[src/sps_pkg.sv]
// ----------------------------------------------------------------------------
// sps_pkg: shared types and constants for the stepper position sequencer
// Mode and command codes, item classification and the front-to-back item.
// ----------------------------------------------------------------------------
package sps_pkg;

  localparam int QUEUE_DEPTH_DEF   = 16;
  localparam int POSITION_BITS_DEF = 16;

  localparam int OPC_W   = 3;
  localparam int VALUE_W = 16;
  localparam int DELAY_W = 17;
  localparam int COUNT_W = 5;
  localparam int CMD_W   = 18;

  localparam logic [VALUE_W-1:0] LOOP_PERIOD_RST = 16'd200;
  localparam logic [VALUE_W-1:0] STEP_DELAY_RST  = 16'd10;

  // input opcodes
  localparam logic [OPC_W-1:0] OP_TICK  = 3'd0;
  localparam logic [OPC_W-1:0] OP_CAL   = 3'd1;
  localparam logic [OPC_W-1:0] OP_GOTO  = 3'd2;
  localparam logic [OPC_W-1:0] OP_WAIT  = 3'd3;
  localparam logic [OPC_W-1:0] OP_SPEED = 3'd4;

  // controller modes
  localparam logic [1:0] MODE_IDLE = 2'd0;
  localparam logic [1:0] MODE_MOVE = 2'd1;
  localparam logic [1:0] MODE_CAL  = 2'd2;

  // item classes from the front
  localparam logic [1:0] KIND_NONE = 2'd0;
  localparam logic [1:0] KIND_TICK = 2'd1;
  localparam logic [1:0] KIND_CMD  = 2'd2;

  // queued command codes
  localparam logic [1:0] CMD_CAL   = 2'd0;
  localparam logic [1:0] CMD_GOTO  = 2'd1;
  localparam logic [1:0] CMD_WAIT  = 2'd2;
  localparam logic [1:0] CMD_SPEED = 2'd3;

  typedef struct packed {
    logic [1:0]         kind;
    logic [1:0]         cmd;
    logic [VALUE_W-1:0] value;
    logic               det;
  } item_t;

endpackage

[src/sps_ram.sv]
// ----------------------------------------------------------------------------
// sps_ram: generic single-write, single-read RAM
// One write port, one read port with registered read data.
// ----------------------------------------------------------------------------
module sps_ram #(
  parameter int WIDTH = 8,
  parameter int DEPTH = 16
) (
  input  logic                     clk,
  input  logic                     we,
  input  logic [$clog2(DEPTH)-1:0] waddr,
  input  logic [WIDTH-1:0]         wdata,
  input  logic [$clog2(DEPTH)-1:0] raddr,
  output logic [WIDTH-1:0]         rdata
);

  logic [WIDTH-1:0] mem [DEPTH];

  always_ff @(posedge clk) begin
    if (we) begin
      mem[waddr] <= wdata;
    end
    rdata <= mem[raddr];
  end

endmodule

[src/sps_front.sv]
// ----------------------------------------------------------------------------
// sps_front: input stage of the sequencer
// Registers each input beat and classifies it as tick, command or nothing.
// ----------------------------------------------------------------------------
module sps_front
  import sps_pkg::*;
(
  input  logic               clk,
  input  logic               rst_n,
  input  logic               in_valid,
  output logic               in_stall,
  input  logic [OPC_W-1:0]   in_opcode,
  input  logic [VALUE_W-1:0] in_value,
  input  logic               in_detector_active,
  input  logic               q_full,
  output logic               push_valid,
  output item_t              push_item
);

  logic  valid_r, valid_nxt;
  item_t item_r, item_nxt;
  logic  accept;

  assign in_stall = valid_r && q_full;
  assign accept   = in_valid && !in_stall;

  always_comb begin
    item_nxt.value = in_value;
    item_nxt.det   = in_detector_active;
    item_nxt.kind  = KIND_CMD;
    item_nxt.cmd   = CMD_CAL;
    unique case (in_opcode)
      OP_TICK:  item_nxt.kind = KIND_TICK;
      OP_CAL:   item_nxt.cmd  = CMD_CAL;
      OP_GOTO:  item_nxt.cmd  = CMD_GOTO;
      OP_WAIT:  item_nxt.cmd  = CMD_WAIT;
      OP_SPEED: item_nxt.cmd  = CMD_SPEED;
      default:  item_nxt.kind = KIND_NONE;
    endcase
  end

  assign valid_nxt = accept || (valid_r && q_full);

  always_ff @(posedge clk) begin
    if (!rst_n) begin
      valid_r <= 1'b0;
    end else begin
      valid_r <= valid_nxt;
    end
    if (accept) begin
      item_r <= item_nxt;
    end
  end

  assign push_valid = valid_r;
  assign push_item  = item_r;

endmodule

[src/sps_item_queue.sv]
// ----------------------------------------------------------------------------
// sps_item_queue: two-entry queue between front and back
// Lets the front keep taking beats while the back waits on the output.
// ----------------------------------------------------------------------------
module sps_item_queue
  import sps_pkg::*;
(
  input  logic  clk,
  input  logic  rst_n,
  input  logic  push_valid,
  input  item_t push_item,
  output logic  full,
  input  logic  pop,
  output logic  head_valid,
  output item_t head_item
);

  item_t      ent_r [2];
  logic       wr_ptr_r, wr_ptr_nxt;
  logic       rd_ptr_r, rd_ptr_nxt;
  logic [1:0] cnt_r, cnt_nxt;
  logic       push;

  assign full       = cnt_r == 2'd2;
  assign push       = push_valid && !full;
  assign head_valid = cnt_r != 2'd0;
  assign head_item  = ent_r[rd_ptr_r];

  assign wr_ptr_nxt = push ? ~wr_ptr_r : wr_ptr_r;
  assign rd_ptr_nxt = pop ? ~rd_ptr_r : rd_ptr_r;
  assign cnt_nxt    = cnt_r + {1'b0, push} - {1'b0, pop};

  always_ff @(posedge clk) begin
    if (!rst_n) begin
      wr_ptr_r <= 1'b0;
      rd_ptr_r <= 1'b0;
      cnt_r    <= 2'd0;
    end else begin
      wr_ptr_r <= wr_ptr_nxt;
      rd_ptr_r <= rd_ptr_nxt;
      cnt_r    <= cnt_nxt;
    end
    if (push) begin
      ent_r[wr_ptr_r] <= push_item;
    end
  end

endmodule

[src/sps_back.sv]
// ----------------------------------------------------------------------------
// sps_back: execution part of the sequencer
// Command FIFO, delay counter, move and calibration control, result register.
// ----------------------------------------------------------------------------
module sps_back
  import sps_pkg::*;
#(
  parameter int QUEUE_DEPTH   = QUEUE_DEPTH_DEF,
  parameter int POSITION_BITS = POSITION_BITS_DEF
) (
  input  logic               clk,
  input  logic               rst_n,
  input  logic               cfg_we,
  input  logic [VALUE_W-1:0] cfg_wdata,
  input  logic               head_valid,
  input  item_t              head_item,
  output logic               pop,
  output logic               out_valid,
  input  logic               out_stall,
  output logic               out_step_right,
  output logic               out_step_left,
  output logic [1:0]         out_mode,
  output logic [VALUE_W-1:0] out_current_position,
  output logic [VALUE_W-1:0] out_target_position,
  output logic               out_delaying,
  output logic               out_command_dropped,
  output logic [COUNT_W-1:0] out_queue_count
);

  localparam int AW = $clog2(QUEUE_DEPTH);
  localparam int CW = $clog2(QUEUE_DEPTH + 1);
  localparam int P  = POSITION_BITS;

  logic [VALUE_W-1:0] loop_period_r;
  logic [1:0]         mode_r, mode_nxt;
  logic [P-1:0]       pos_r, pos_nxt;
  logic [P-1:0]       tgt_r, tgt_nxt;
  logic [VALUE_W-1:0] step_delay_r, step_delay_nxt;
  logic [DELAY_W-1:0] delay_r, delay_nxt;
  logic [AW-1:0]      rd_ptr_r, rd_ptr_nxt;
  logic [AW-1:0]      wr_ptr_r, wr_ptr_nxt;
  logic [CW-1:0]      cnt_r, cnt_nxt;
  logic               byp_r;
  logic [CMD_W-1:0]   byp_data_r;
  logic [CMD_W-1:0]   ram_rdata;
  logic [CMD_W-1:0]   head_cmd;
  logic [1:0]         head_code;
  logic [VALUE_W-1:0] head_val;
  logic               we;
  logic [CMD_W-1:0]   wdata;
  logic [DELAY_W-1:0] sleep;
  logic               right_nxt, left_nxt, dropped_nxt;
  logic               fire;

  logic               out_valid_r;
  logic               right_r, left_r, dropped_r, delaying_r;
  logic [1:0]         mode_out_r;
  logic [VALUE_W-1:0] pos_out_r, tgt_out_r;
  logic [COUNT_W-1:0] count_out_r;

  assign fire = head_valid && (!out_valid_r || !out_stall);
  assign pop  = fire;

  // head of the command fifo: prefetched ram word, or a word written just as it was read
  assign head_cmd  = byp_r ? byp_data_r : ram_rdata;
  assign head_code = head_cmd[CMD_W-1 -: 2];
  assign head_val  = head_cmd[VALUE_W-1:0];

  assign wdata = {head_item.cmd, head_item.value};

  always_comb begin
    mode_nxt       = mode_r;
    pos_nxt        = pos_r;
    tgt_nxt        = tgt_r;
    step_delay_nxt = step_delay_r;
    delay_nxt      = delay_r;
    rd_ptr_nxt     = rd_ptr_r;
    wr_ptr_nxt     = wr_ptr_r;
    cnt_nxt        = cnt_r;
    we             = 1'b0;
    right_nxt      = 1'b0;
    left_nxt       = 1'b0;
    dropped_nxt    = 1'b0;
    sleep          = {1'b0, loop_period_r};
    if (fire && head_item.kind == KIND_TICK) begin
      if (delay_r != '0) begin
        delay_nxt = delay_r - DELAY_W'(1);
      end else begin
        unique case (mode_r)
          MODE_IDLE: begin
            if (cnt_r == '0) begin
              sleep = '0;
            end else begin
              rd_ptr_nxt = (rd_ptr_r == AW'(QUEUE_DEPTH - 1)) ? '0 : rd_ptr_r + AW'(1);
              cnt_nxt    = cnt_r - CW'(1);
              unique case (head_code)
                CMD_CAL:   mode_nxt = MODE_CAL;
                CMD_GOTO: begin
                  mode_nxt = MODE_MOVE;
                  tgt_nxt  = P'(head_val);
                end
                CMD_WAIT:  sleep = {1'b0, loop_period_r} + {1'b0, head_val};
                CMD_SPEED: step_delay_nxt = head_val;
                default:   mode_nxt = mode_r;
              endcase
            end
          end
          MODE_MOVE: begin
            if (pos_r < tgt_r) begin
              right_nxt = 1'b1;
              pos_nxt   = pos_r + P'(1);
            end else if (pos_r > tgt_r) begin
              left_nxt = 1'b1;
              pos_nxt  = pos_r - P'(1);
            end else begin
              mode_nxt = MODE_IDLE;
              pos_nxt  = '0;
              tgt_nxt  = '0;
            end
            sleep = {1'b0, loop_period_r} + {1'b0, step_delay_r};
          end
          MODE_CAL: begin
            if (!head_item.det) begin
              right_nxt = 1'b1;
            end else begin
              mode_nxt = MODE_IDLE;
              pos_nxt  = '0;
              tgt_nxt  = '0;
            end
          end
          default: mode_nxt = MODE_IDLE;
        endcase
        delay_nxt = sleep;
      end
    end else if (fire && head_item.kind == KIND_CMD) begin
      if (cnt_r == CW'(QUEUE_DEPTH)) begin
        dropped_nxt = 1'b1;
      end else begin
        we         = 1'b1;
        wr_ptr_nxt = (wr_ptr_r == AW'(QUEUE_DEPTH - 1)) ? '0 : wr_ptr_r + AW'(1);
        cnt_nxt    = cnt_r + CW'(1);
      end
    end
  end

  sps_ram #(
    .WIDTH (CMD_W),
    .DEPTH (QUEUE_DEPTH)
  ) u_cmd_ram (
    .clk   (clk),
    .we    (we),
    .waddr (wr_ptr_r),
    .wdata (wdata),
    .raddr (rd_ptr_nxt),
    .rdata (ram_rdata)
  );

  always_ff @(posedge clk) begin
    if (!rst_n) begin
      loop_period_r <= LOOP_PERIOD_RST;
      mode_r        <= MODE_IDLE;
      pos_r         <= '0;
      tgt_r         <= '0;
      step_delay_r  <= STEP_DELAY_RST;
      delay_r       <= '0;
      rd_ptr_r      <= '0;
      wr_ptr_r      <= '0;
      cnt_r         <= '0;
      byp_r         <= 1'b0;
      out_valid_r   <= 1'b0;
    end else begin
      if (cfg_we) begin
        loop_period_r <= cfg_wdata;
      end
      mode_r       <= mode_nxt;
      pos_r        <= pos_nxt;
      tgt_r        <= tgt_nxt;
      step_delay_r <= step_delay_nxt;
      delay_r      <= delay_nxt;
      rd_ptr_r     <= rd_ptr_nxt;
      wr_ptr_r     <= wr_ptr_nxt;
      cnt_r        <= cnt_nxt;
      byp_r        <= we && (wr_ptr_r == rd_ptr_nxt);
      out_valid_r  <= fire || (out_valid_r && out_stall);
    end
    byp_data_r <= wdata;
    if (fire) begin
      right_r     <= right_nxt;
      left_r      <= left_nxt;
      dropped_r   <= dropped_nxt;
      mode_out_r  <= mode_nxt;
      pos_out_r   <= VALUE_W'(pos_nxt);
      tgt_out_r   <= VALUE_W'(tgt_nxt);
      delaying_r  <= delay_nxt != '0;
      count_out_r <= COUNT_W'(cnt_nxt);
    end
  end

  assign out_valid            = out_valid_r;
  assign out_step_right       = right_r;
  assign out_step_left        = left_r;
  assign out_mode             = mode_out_r;
  assign out_current_position = pos_out_r;
  assign out_target_position  = tgt_out_r;
  assign out_delaying         = delaying_r;
  assign out_command_dropped  = dropped_r;
  assign out_queue_count      = count_out_r;

  a_cnt_bound: assert property (@(posedge clk) disable iff (!rst_n)
    cnt_r <= CW'(QUEUE_DEPTH))
    else $error("command fifo count beyond depth");

  a_idle_cleared: assert property (@(posedge clk) disable iff (!rst_n)
    mode_r == MODE_IDLE |-> pos_r == '0 && tgt_r == '0)
    else $error("positions not cleared while idle");

  a_delay_count: assert property (@(posedge clk) disable iff (!rst_n)
    fire && head_item.kind == KIND_TICK && delay_r != '0
      |=> delay_r == $past(delay_r) - DELAY_W'(1))
    else $error("delay counter did not count down");

  a_step_mode: assert property (@(posedge clk) disable iff (!rst_n)
    out_valid_r && (right_r || left_r) |-> mode_out_r != MODE_IDLE)
    else $error("step pulse with idle mode");

  a_drop_full: assert property (@(posedge clk) disable iff (!rst_n)
    out_valid_r && dropped_r |-> cnt_r == CW'(QUEUE_DEPTH))
    else $error("command dropped with room in fifo");

endmodule

[src/stepper_position_sequencer.sv]
// ----------------------------------------------------------------------------
// stepper_position_sequencer: command-queued stepper move and calibrate control
//
//   port group  direction  handshake          payload
//   in_*        input      in_valid/in_stall  opcode, value, detector_active
//   out_*       output     out_valid/out_stall step pulses, mode, positions, status
//   cfg_*       input      cfg_we             loop_period
//
// One beat in and one beat out per cycle, sustained while out_stall is low.
// A beat passes through the input register, the item queue and the result register.
// The command fifo ram read is prefetched at the next read pointer each cycle.
// Reset is synchronous; the command ram needs no clearing pass.
// out_stall holds the result register; the two-entry item queue absorbs it.
// ----------------------------------------------------------------------------
module stepper_position_sequencer
  import sps_pkg::*;
#(
  parameter int QUEUE_DEPTH   = QUEUE_DEPTH_DEF,
  parameter int POSITION_BITS = POSITION_BITS_DEF
) (
  input  logic               clk,
  input  logic               rst_n,
  input  logic               cfg_we,
  input  logic [VALUE_W-1:0] cfg_wdata,
  input  logic               in_valid,
  output logic               in_stall,
  input  logic [OPC_W-1:0]   in_opcode,
  input  logic [VALUE_W-1:0] in_value,
  input  logic               in_detector_active,
  output logic               out_valid,
  input  logic               out_stall,
  output logic               out_step_right,
  output logic               out_step_left,
  output logic [1:0]         out_mode,
  output logic [VALUE_W-1:0] out_current_position,
  output logic [VALUE_W-1:0] out_target_position,
  output logic               out_delaying,
  output logic               out_command_dropped,
  output logic [COUNT_W-1:0] out_queue_count
);

  logic  q_full;
  logic  push_valid;
  item_t push_item;
  logic  pop;
  logic  head_valid;
  item_t head_item;

  sps_front u_front (
    .clk                (clk),
    .rst_n              (rst_n),
    .in_valid           (in_valid),
    .in_stall           (in_stall),
    .in_opcode          (in_opcode),
    .in_value           (in_value),
    .in_detector_active (in_detector_active),
    .q_full             (q_full),
    .push_valid         (push_valid),
    .push_item          (push_item)
  );

  sps_item_queue u_queue (
    .clk        (clk),
    .rst_n      (rst_n),
    .push_valid (push_valid),
    .push_item  (push_item),
    .full       (q_full),
    .pop        (pop),
    .head_valid (head_valid),
    .head_item  (head_item)
  );

  sps_back #(
    .QUEUE_DEPTH   (QUEUE_DEPTH),
    .POSITION_BITS (POSITION_BITS)
  ) u_back (
    .clk                  (clk),
    .rst_n                (rst_n),
    .cfg_we               (cfg_we),
    .cfg_wdata            (cfg_wdata),
    .head_valid           (head_valid),
    .head_item            (head_item),
    .pop                  (pop),
    .out_valid            (out_valid),
    .out_stall            (out_stall),
    .out_step_right       (out_step_right),
    .out_step_left        (out_step_left),
    .out_mode             (out_mode),
    .out_current_position (out_current_position),
    .out_target_position  (out_target_position),
    .out_delaying         (out_delaying),
    .out_command_dropped  (out_command_dropped),
    .out_queue_count      (out_queue_count)
  );

endmodule
[config.mk]
export PLATFORM = sky130hd
export DESIGN_NAME = stepper_position_sequencer
export DESIGN_NICKNAME = d
export VERILOG_FILES = /design/src/sps_pkg.sv /design/src/sps_ram.sv /design/src/sps_front.sv /design/src/sps_item_queue.sv /design/src/sps_back.sv /design/src/stepper_position_sequencer.sv
export SDC_FILE = /design/constraint.sdc
export NUM_CORES = 1
export LEC_CHECK = 0
export ABC_CLOCK_PERIOD_IN_PS = 5000
export BUFFER_PORTS_ARGS = -buffer_cell sky130_fd_sc_hd__buf_2
export CAP_MARGIN = 10
export CORE_MARGIN = 4
export CORE_UTILIZATION = 35
export CTS_CLUSTER_DIAMETER = 150
export DETAILED_ROUTE_END_ITERATION = 6
export GPL_TIMING_DRIVEN = 0
export PLACE_DENSITY = 0.57
export SYNTH_ARGS = -nofsm -noshare
export SYNTH_HDL_FRONTEND = slang
export SYNTH_SLANG_ARGS = --single-unit
[constraint.sdc]
create_clock -name clk -period 5 [get_ports clk]
set_clock_uncertainty 0.1 [all_clocks]
set_input_delay 0 -clock clk [delete_from_list [all_inputs] [get_ports clk]]
set_output_delay 0 -clock clk [all_outputs]
set_load 0.02 [all_outputs]
Word-level counts from Yosys, hierarchy flattened
Memories as Yosys holds them, arrays and structs flattened. A register that Yosys moved wholly into a read port is not among the register bits. Index checks and enable logic that the tools add are counted.

Word-level logic and storage cells: 151. RAM bits: 330. Bits in registers: 185. Memories: 2. Bits in read-only memories: 0. Latch bits: 0.

Memories: u_back.u_cmd_ram.mem (depth 16, bits a word 18, rd ports 1, clocked after Yosys merged registers in 1, wr ports 1, RTL line sps_ram.sv:17) `logic [WIDTH-1:0] mem [DEPTH];`; u_queue.ent_r (depth 2, bits a word 21, rd ports 1, clocked after Yosys merged registers in 1, wr ports 1, RTL line sps_item_queue.sv:18) `item_t ent_r [2];`.

Equality and inequality tests: 16. Muxes and demuxes: 56. Bitwise gates (word level): 8. Shifts and indexed selects: 0. Add/sub/neg operators: 11. Reduce and logical (&&, ||, !) cells: 28. Div/mod/pow operators: 0. Order comparisons: 2. Multipliers: 0.

Operators by type and width (number): 16-bit two-way mux (12); 17-bit two-way mux (4); 16-bit one-hot mux with 3 select lines (1); 16-bit by 16-bit adder with 17-bit output (2); 17-bit one-hot mux with 2 select lines (1); 17-bit nonzero test (2); 16-bit one-hot mux with 2 select lines (1); 5-bit two-way mux (6); 4-bit two-way mux (6); 18-bit two-way mux (1); 17-bit by 1-bit subtractor with 17-bit output (second input constant) (1); 16-bit by 1-bit adder with 16-bit output (second input constant) (1); 16-bit > comparator (1); 16-bit less-than comparator (1); 16-bit by 1-bit subtractor with 16-bit output (second input constant) (1); 1-bit two-way mux (13); 2-bit two-way mux (6); 2-bit one-hot mux with 3 select lines (2); 2-bit equality test (second input constant) (5); 4-bit by 1-bit adder with 4-bit output (second input constant) (2); 4-bit equality test (second input constant) (2); 1-bit logical AND (8); 1-bit inverter (8); 2-bit one-hot mux with 2 select lines (2); 21 further kinds (32).

Logic depth before layout (Yosys ltp)
Word-level depth: 8. Mapped depth: 15. Depth with buffers taken out: 13.

By module
Synthesis repeated with hierarchy kept, for this count alone.

Cell total of the unflattened synthesis: 1653. Area total of the unflattened synthesis: 23273.6 um^2.

Modules (own cells, without submodules): sps_ram (times used 1, area each 11322.1 um^2, cells an instance 482); sps_back (times used 1, area each 9487.8 um^2, cells an instance 1049); sps_item_queue (times used 1, area each 1746.7 um^2, cells an instance 90); sps_front (times used 1, area each 716.9 um^2, cells an instance 32).

Worst setup path before layout
Ideal clock, no wire load.

Path type: flip-flop to flip-flop. From: register u_back.byp_r. To: register u_back.delaying_r, in the netlist u_back.out_delaying (data pin). Buffers on the path: 2. Period minus slack after synthesis: 4532 ps. Stages on the path, launching flop included: 16. Setup slack: 468 ps. Data arrival time: 4162 ps. Cells stage by stage: dfxtp_1 > buf_1 > clkbuf_1 > mux2i_1 > inv_1 > ha_1 > fa_1 > a21o_1 > a41oi_1 > a21oi_1 > o21ai_0 > mux2_2 > o31a_1 > a311o_1 > nor4b_2 > nand4_1.

Word-level cells in the longest chain between the ends: 8.

Ends and longest elaborated chain: start, declared (RTL line sps_back.sv:43) `logic byp_r;`; start signal, assigned (RTL line sps_back.sv:183) `byp_r <= we && (wr_ptr_r == rd_ptr_nxt);`; 18-bit two-way mux (RTL line sps_back.sv:65) `assign head_cmd = byp_r ? byp_data_r : ram_rdata;`; net u_back.head_cmd[0] (RTL line sps_back.sv:46) `logic [CMD_W-1:0] head_cmd;`; 16-bit by 16-bit adder with 17-bit output (RTL line sps_back.sv:102) `CMD_WAIT: sleep = {1'b0, loop_period_r} + {1'b0, head_val};`; 17-bit two-way mux (RTL line sps_back.sv:96) `unique case (head_code)`; 17-bit two-way mux (RTL line sps_back.sv:91) `if (cnt_r == '0) begin`; 17-bit one-hot mux with 2 select lines (RTL line sps_back.sv:89) `unique case (mode_r)`; 17-bit two-way mux (RTL line sps_back.sv:86) `if (delay_r != '0) begin`; 17-bit two-way mux (RTL line sps_back.sv:85) `if (fire && head_item.kind == KIND_TICK) begin`; 17-bit nonzero test (RTL line sps_back.sv:194) `delaying_r <= delay_nxt != '0;`; end signal, assigned (RTL line sps_back.sv:194); end, declared (RTL line sps_back.sv:56) `logic right_r, left_r, dropped_r, delaying_r;`.

The timed path passes the listed nets, and every way through them passes these cells. A chain may end at the register's enable or synchronous reset.

Final worst setup path
Same ends and word-level chain as after synthesis.

==> impl_results.md <==
- Total GRT Usage: 17.3%
- Lkg Pwr: 11.3 nW
- Ratio of cells with drive above 1 in the final layout: 16.7%
- Post-place instance area: about 26000 um2
- CTS sink cnt: 534
- Final Hold Vio Count: 0
- Clk pin slew, worst setup/hold paths: 70 ps
- Tmin final: 4710 ps
- Final worst path period share: 94.2%
- Initial antenna violation count: 1
- DRC: 0
- Sequential Power Share: 43.8%
- Placed instance count: around 2.8k
- Root Driver: clkbuf_16
- Setup TNS: 0 ps
- IO Pins: 86
- Switching Share: 30.4%
- Final std cells w/o fill: about 3.0k
- Mapped Cells: 1850
- Setup crit end kind: flip-flop
- Worst-path fanout max: 10
- Worst slew pin tran: 1180 ps
- RSZ-0062 raised after global routing: false
- Mapped Area: 23900 um2
- Clock power frac: roughly a third
- Largest net degree at the start of global routing: 31
- Hold Crit Class: primary input to flip-flop
- Grt ovf: 0
- DR WL/cell: between 20 and 25 um
- Dominant synthesized flop cell: edfxtp_1
- Slew margin rel.: ~20%
- Syn nets: 1957
- Sw power: about 3.8 mW
- Multi-input gate area in the final layout: 8720 um2
- Setup bufs post-CTS: 0
- Crit path cell chain: clkbuf_4 > buf_6 > mux2i_4 > inv_1 > ha_1 > fa_1 > a21o_1 > a41oi_1 > a21oi_1 > o21ai_0 > mux2_2 > o31a_1 > a311o_1 > nor4b_2 > nand4_1
- Max-Cap Viols: 0
- DRT Wirelength: 64600 um
- First-pass GRT wire length: slightly below 100000 um
- Clock Path Buffers: 3
- Clk_lat worst skew: 650 ps
- DR vias: around 16k
- EDFF count, synth: approximately 390
- HPWL after DPL: 46300 um
- Ant diodes: 0
- # nets final: ~2.2k
- Die area: 72500 um2
- Initial core utilization: 35.5%
- Async set-reset flop share out of synthesis: 0%
- Post-DRT Antenna Nets: 0
- Syn_area_per_cell: between 10 and 15 um2
- Sequential area share after synthesis: 61.2%
- Critical Path AT: between 4000 and 5000 ps
- CP required: ~5300 ps
- Via-to-Cell Ratio: 5.27
- Register area: 14600 um2
- Setup violators final: 0
- Critical path type: flip-flop to flip-flop
- Die width: ~270 um
- Gpl congestion: 0.915
- Comb power frac: 22.2%
- Post-synth cell types: 90
- Area growth syn-to-layout: 19.0%
- Pre-Repair DR Iteration Count: 6
- CTS tree: done
- Yosys reg bits: approximately 530
- Warnings from Yosys: 0
- Pwr dens: 441 nW/um2
- Vias in the first global route: approximately 16k
- Worst vdd ir: 0.357 mV
- # fillers: 6158
- Fin area: ~28000 um2
- Max Slew Vio Count: 0
- Core ar.: between 60000 and 70000 um2
- H-tree lvl count: 2
- CP max-delay cell: fa_1
- CP peak stage delay: approximately 460 ps
- Port buffer count: 83
- Row count: between 90 and 100
- Outcome: finished clean
- Die Span Y: around 270 um
- DR iter-0 viols: 1127
- Fmax: 0.212 GHz
- Total internal power: between 8 and 9 mW
- Critical Path Source Type: flip-flop
- Clock buffer count from CTS: 57
-- metal layers --
| metal | part of all wire, % | GRT usage [%] |
|---|---|---|
| met1 | 47 | 24.6 |
| met2 | 46 | 27.9 |
| met3 | 5.2 | 2.44 |
| met4 | 2.3 | 4.52 |
| met5 | 0 | 0 |
-- metrics by stage --
step                power [mW]  worst slack [ps]  util [%]  hold slack (ps)
floorplan                 7.32               468         -            -1.13
finish                    12.5               292      42.2             56.3
global placement          8.22             -1520      37.7             77.0
detailed placement        8.28              -811      38.3             78.1
global route              13.1              16.4      42.2             74.3
CTS                       12.6              81.9      42.2             26.2
-- power groups by stage --
stage / Combinational (mW) / Sequential, mW / Clock, mW
6_report: 2.78 / 5.49 / 4.27
5_1_grt: 3.03 / 5.53 / 4.53
3_3_place_gp: 2.63 / 5.58 / 0
2_1_floorplan: 1.62 / 5.70 / 0
3_5_place_dp: 2.71 / 5.58 / 0
4_1_cts: 2.77 / 5.49 / 4.37
-- synthesized netlist by cell type, types with 6 or more instances --
cell type / count / area share, %
edfxtp_1: 394 / 50
nor2_1: 190 / 3.0
mux2i_1: 187 / 7.8
dfxtp_1: 140 / 12
a21oi_1: 108 / 2.3
nand2_1: 70 / 1.1
ha_1: 64 / 3.4
inv_1: 57 / 0.90
and2_1: 51 / 1.3
mux2_2: 45 / 2.1
clkbuf_1: 43 / 0.68
o21ai_0: 41 / 0.86
a21o_1: 34 / 1.1
nand3_1: 29 / 0.61
nor3_1: 25 / 0.52
and3_1: 19 / 0.50
xnor2_1: 19 / 0.70
buf_2: 18 / 0.38
xor2_1: 16 / 0.59
a221oi_1: 15 / 0.55
nand4_1: 13 / 0.34
o211ai_1: 13 / 0.41
mux2_1: 12 / 0.57
a22oi_2: 11 / 0.58
buf_6: 11 / 0.52
nand2b_1: 11 / 0.29
o221ai_2: 11 / 0.69
a22oi_1: 10 / 0.31
nor4_1: 10 / 0.26
or3_1: 10 / 0.26
a31oi_1: 9 / 0.24
o221ai_1: 9 / 0.33
a211oi_1: 8 / 0.25
nor2b_1: 8 / 0.21
o22ai_1: 8 / 0.21
nand3b_1: 7 / 0.22
nor3b_1: 7 / 0.22
o21a_1: 7 / 0.22
a21oi_2: 6 / 0.22
buf_4: 6 / 0.19
o221a_1: 6 / 0.28
-- path summary, 6_finish.rpt --
check	from	depth (start not counted)	endpoint	slack [ps]
worst max register to register	u_back.byp_r$_SDFF_PN0_	15	u_back.out_delaying$_DFFE_PP_	290
worst min-delay path	cfg_wdata[12]	4	u_back.loop_period_r[12]$_SDFFE_PN0P_	60
worst max-delay path	u_back.byp_r$_SDFF_PN0_	15	u_back.out_delaying$_DFFE_PP_	290
worst min register to register	u_front.push_item[11]$_DFFE_PP_	0	u_queue.ent_r[1][11]$_DFFE_PP_	340
-- cells by family after synthesis --
family / after synthesis / share of synthesized area (%)
multiplexers: 244 / 10.5
XOR/XNOR: 35 / 1.28
adder cells (fa/ha/maj): 66 / 3.52
buffers and inverters: 142 / 2.77
AO/OA/AOI/OAI: 340 / 10.2
flip-flops: 534 / 61.2
AND/OR/NAND/NOR: 489 / 10.5
-- registers in the layout (all words and copies together), names as in the netlist, 17 cells and up, named ones only --
name                    flops
u_front.push_item          21
u_back.delay_r             17
u_back.u_cmd_ram.rdata     18
u_back.u_cmd_ram.mem      288
u_queue.ent_r              42
u_back.byp_data_r          18
-- timing repair --
item,CTS,global route
resized for setup,11,5
pin swaps,0,1
hold buffers,65,0
endpoints found under the setup margin,7,1
hold endpoints to repair,79,0
-- worst max-delay path: cells and delay by family, from the launching register on --
kind / cells / cell delay, ps
AO/OA/AOI/OAI: 6 / 1480
adder cells (fa/ha/maj): 2 / 700
buffers and inverters: 3 / 590
flip-flops: 1 / 380
multiplexers: 2 / 720
AND/OR/NAND/NOR: 2 / 450
-- cell type report --
class                      instances  share of cell area, %
clock inverter                    31                   1.41
multi-input combinational       1174                   30.7
inverter                          59                  0.783
clock buffer                      74                   5.31
timing repair buffer             167                   4.96
tap                              873                   3.84
sequential                       534                   51.4
buffer                            83                   1.58
-- cell usage in the layout (no fill, tap or decap), drive strengths merged, types with 15 or more instances in the layout --
cell type and instances:
a21o 34, a21oi 114, a221oi 15, a22oi 21
and2 51, and3 19, buf 142, clkbuf 117
clkinv 23, dfxtp 140, dlygate4sd3 65, edfxtp 394
ha 64, inv 60, mux2 57, mux2i 187
nand2 72, nand3 32, nor2 193, nor3 25
o21ai 43, o221ai 20, xnor2 19, xor2 16
Note: power is estimated with default switching activity, not from simulation.
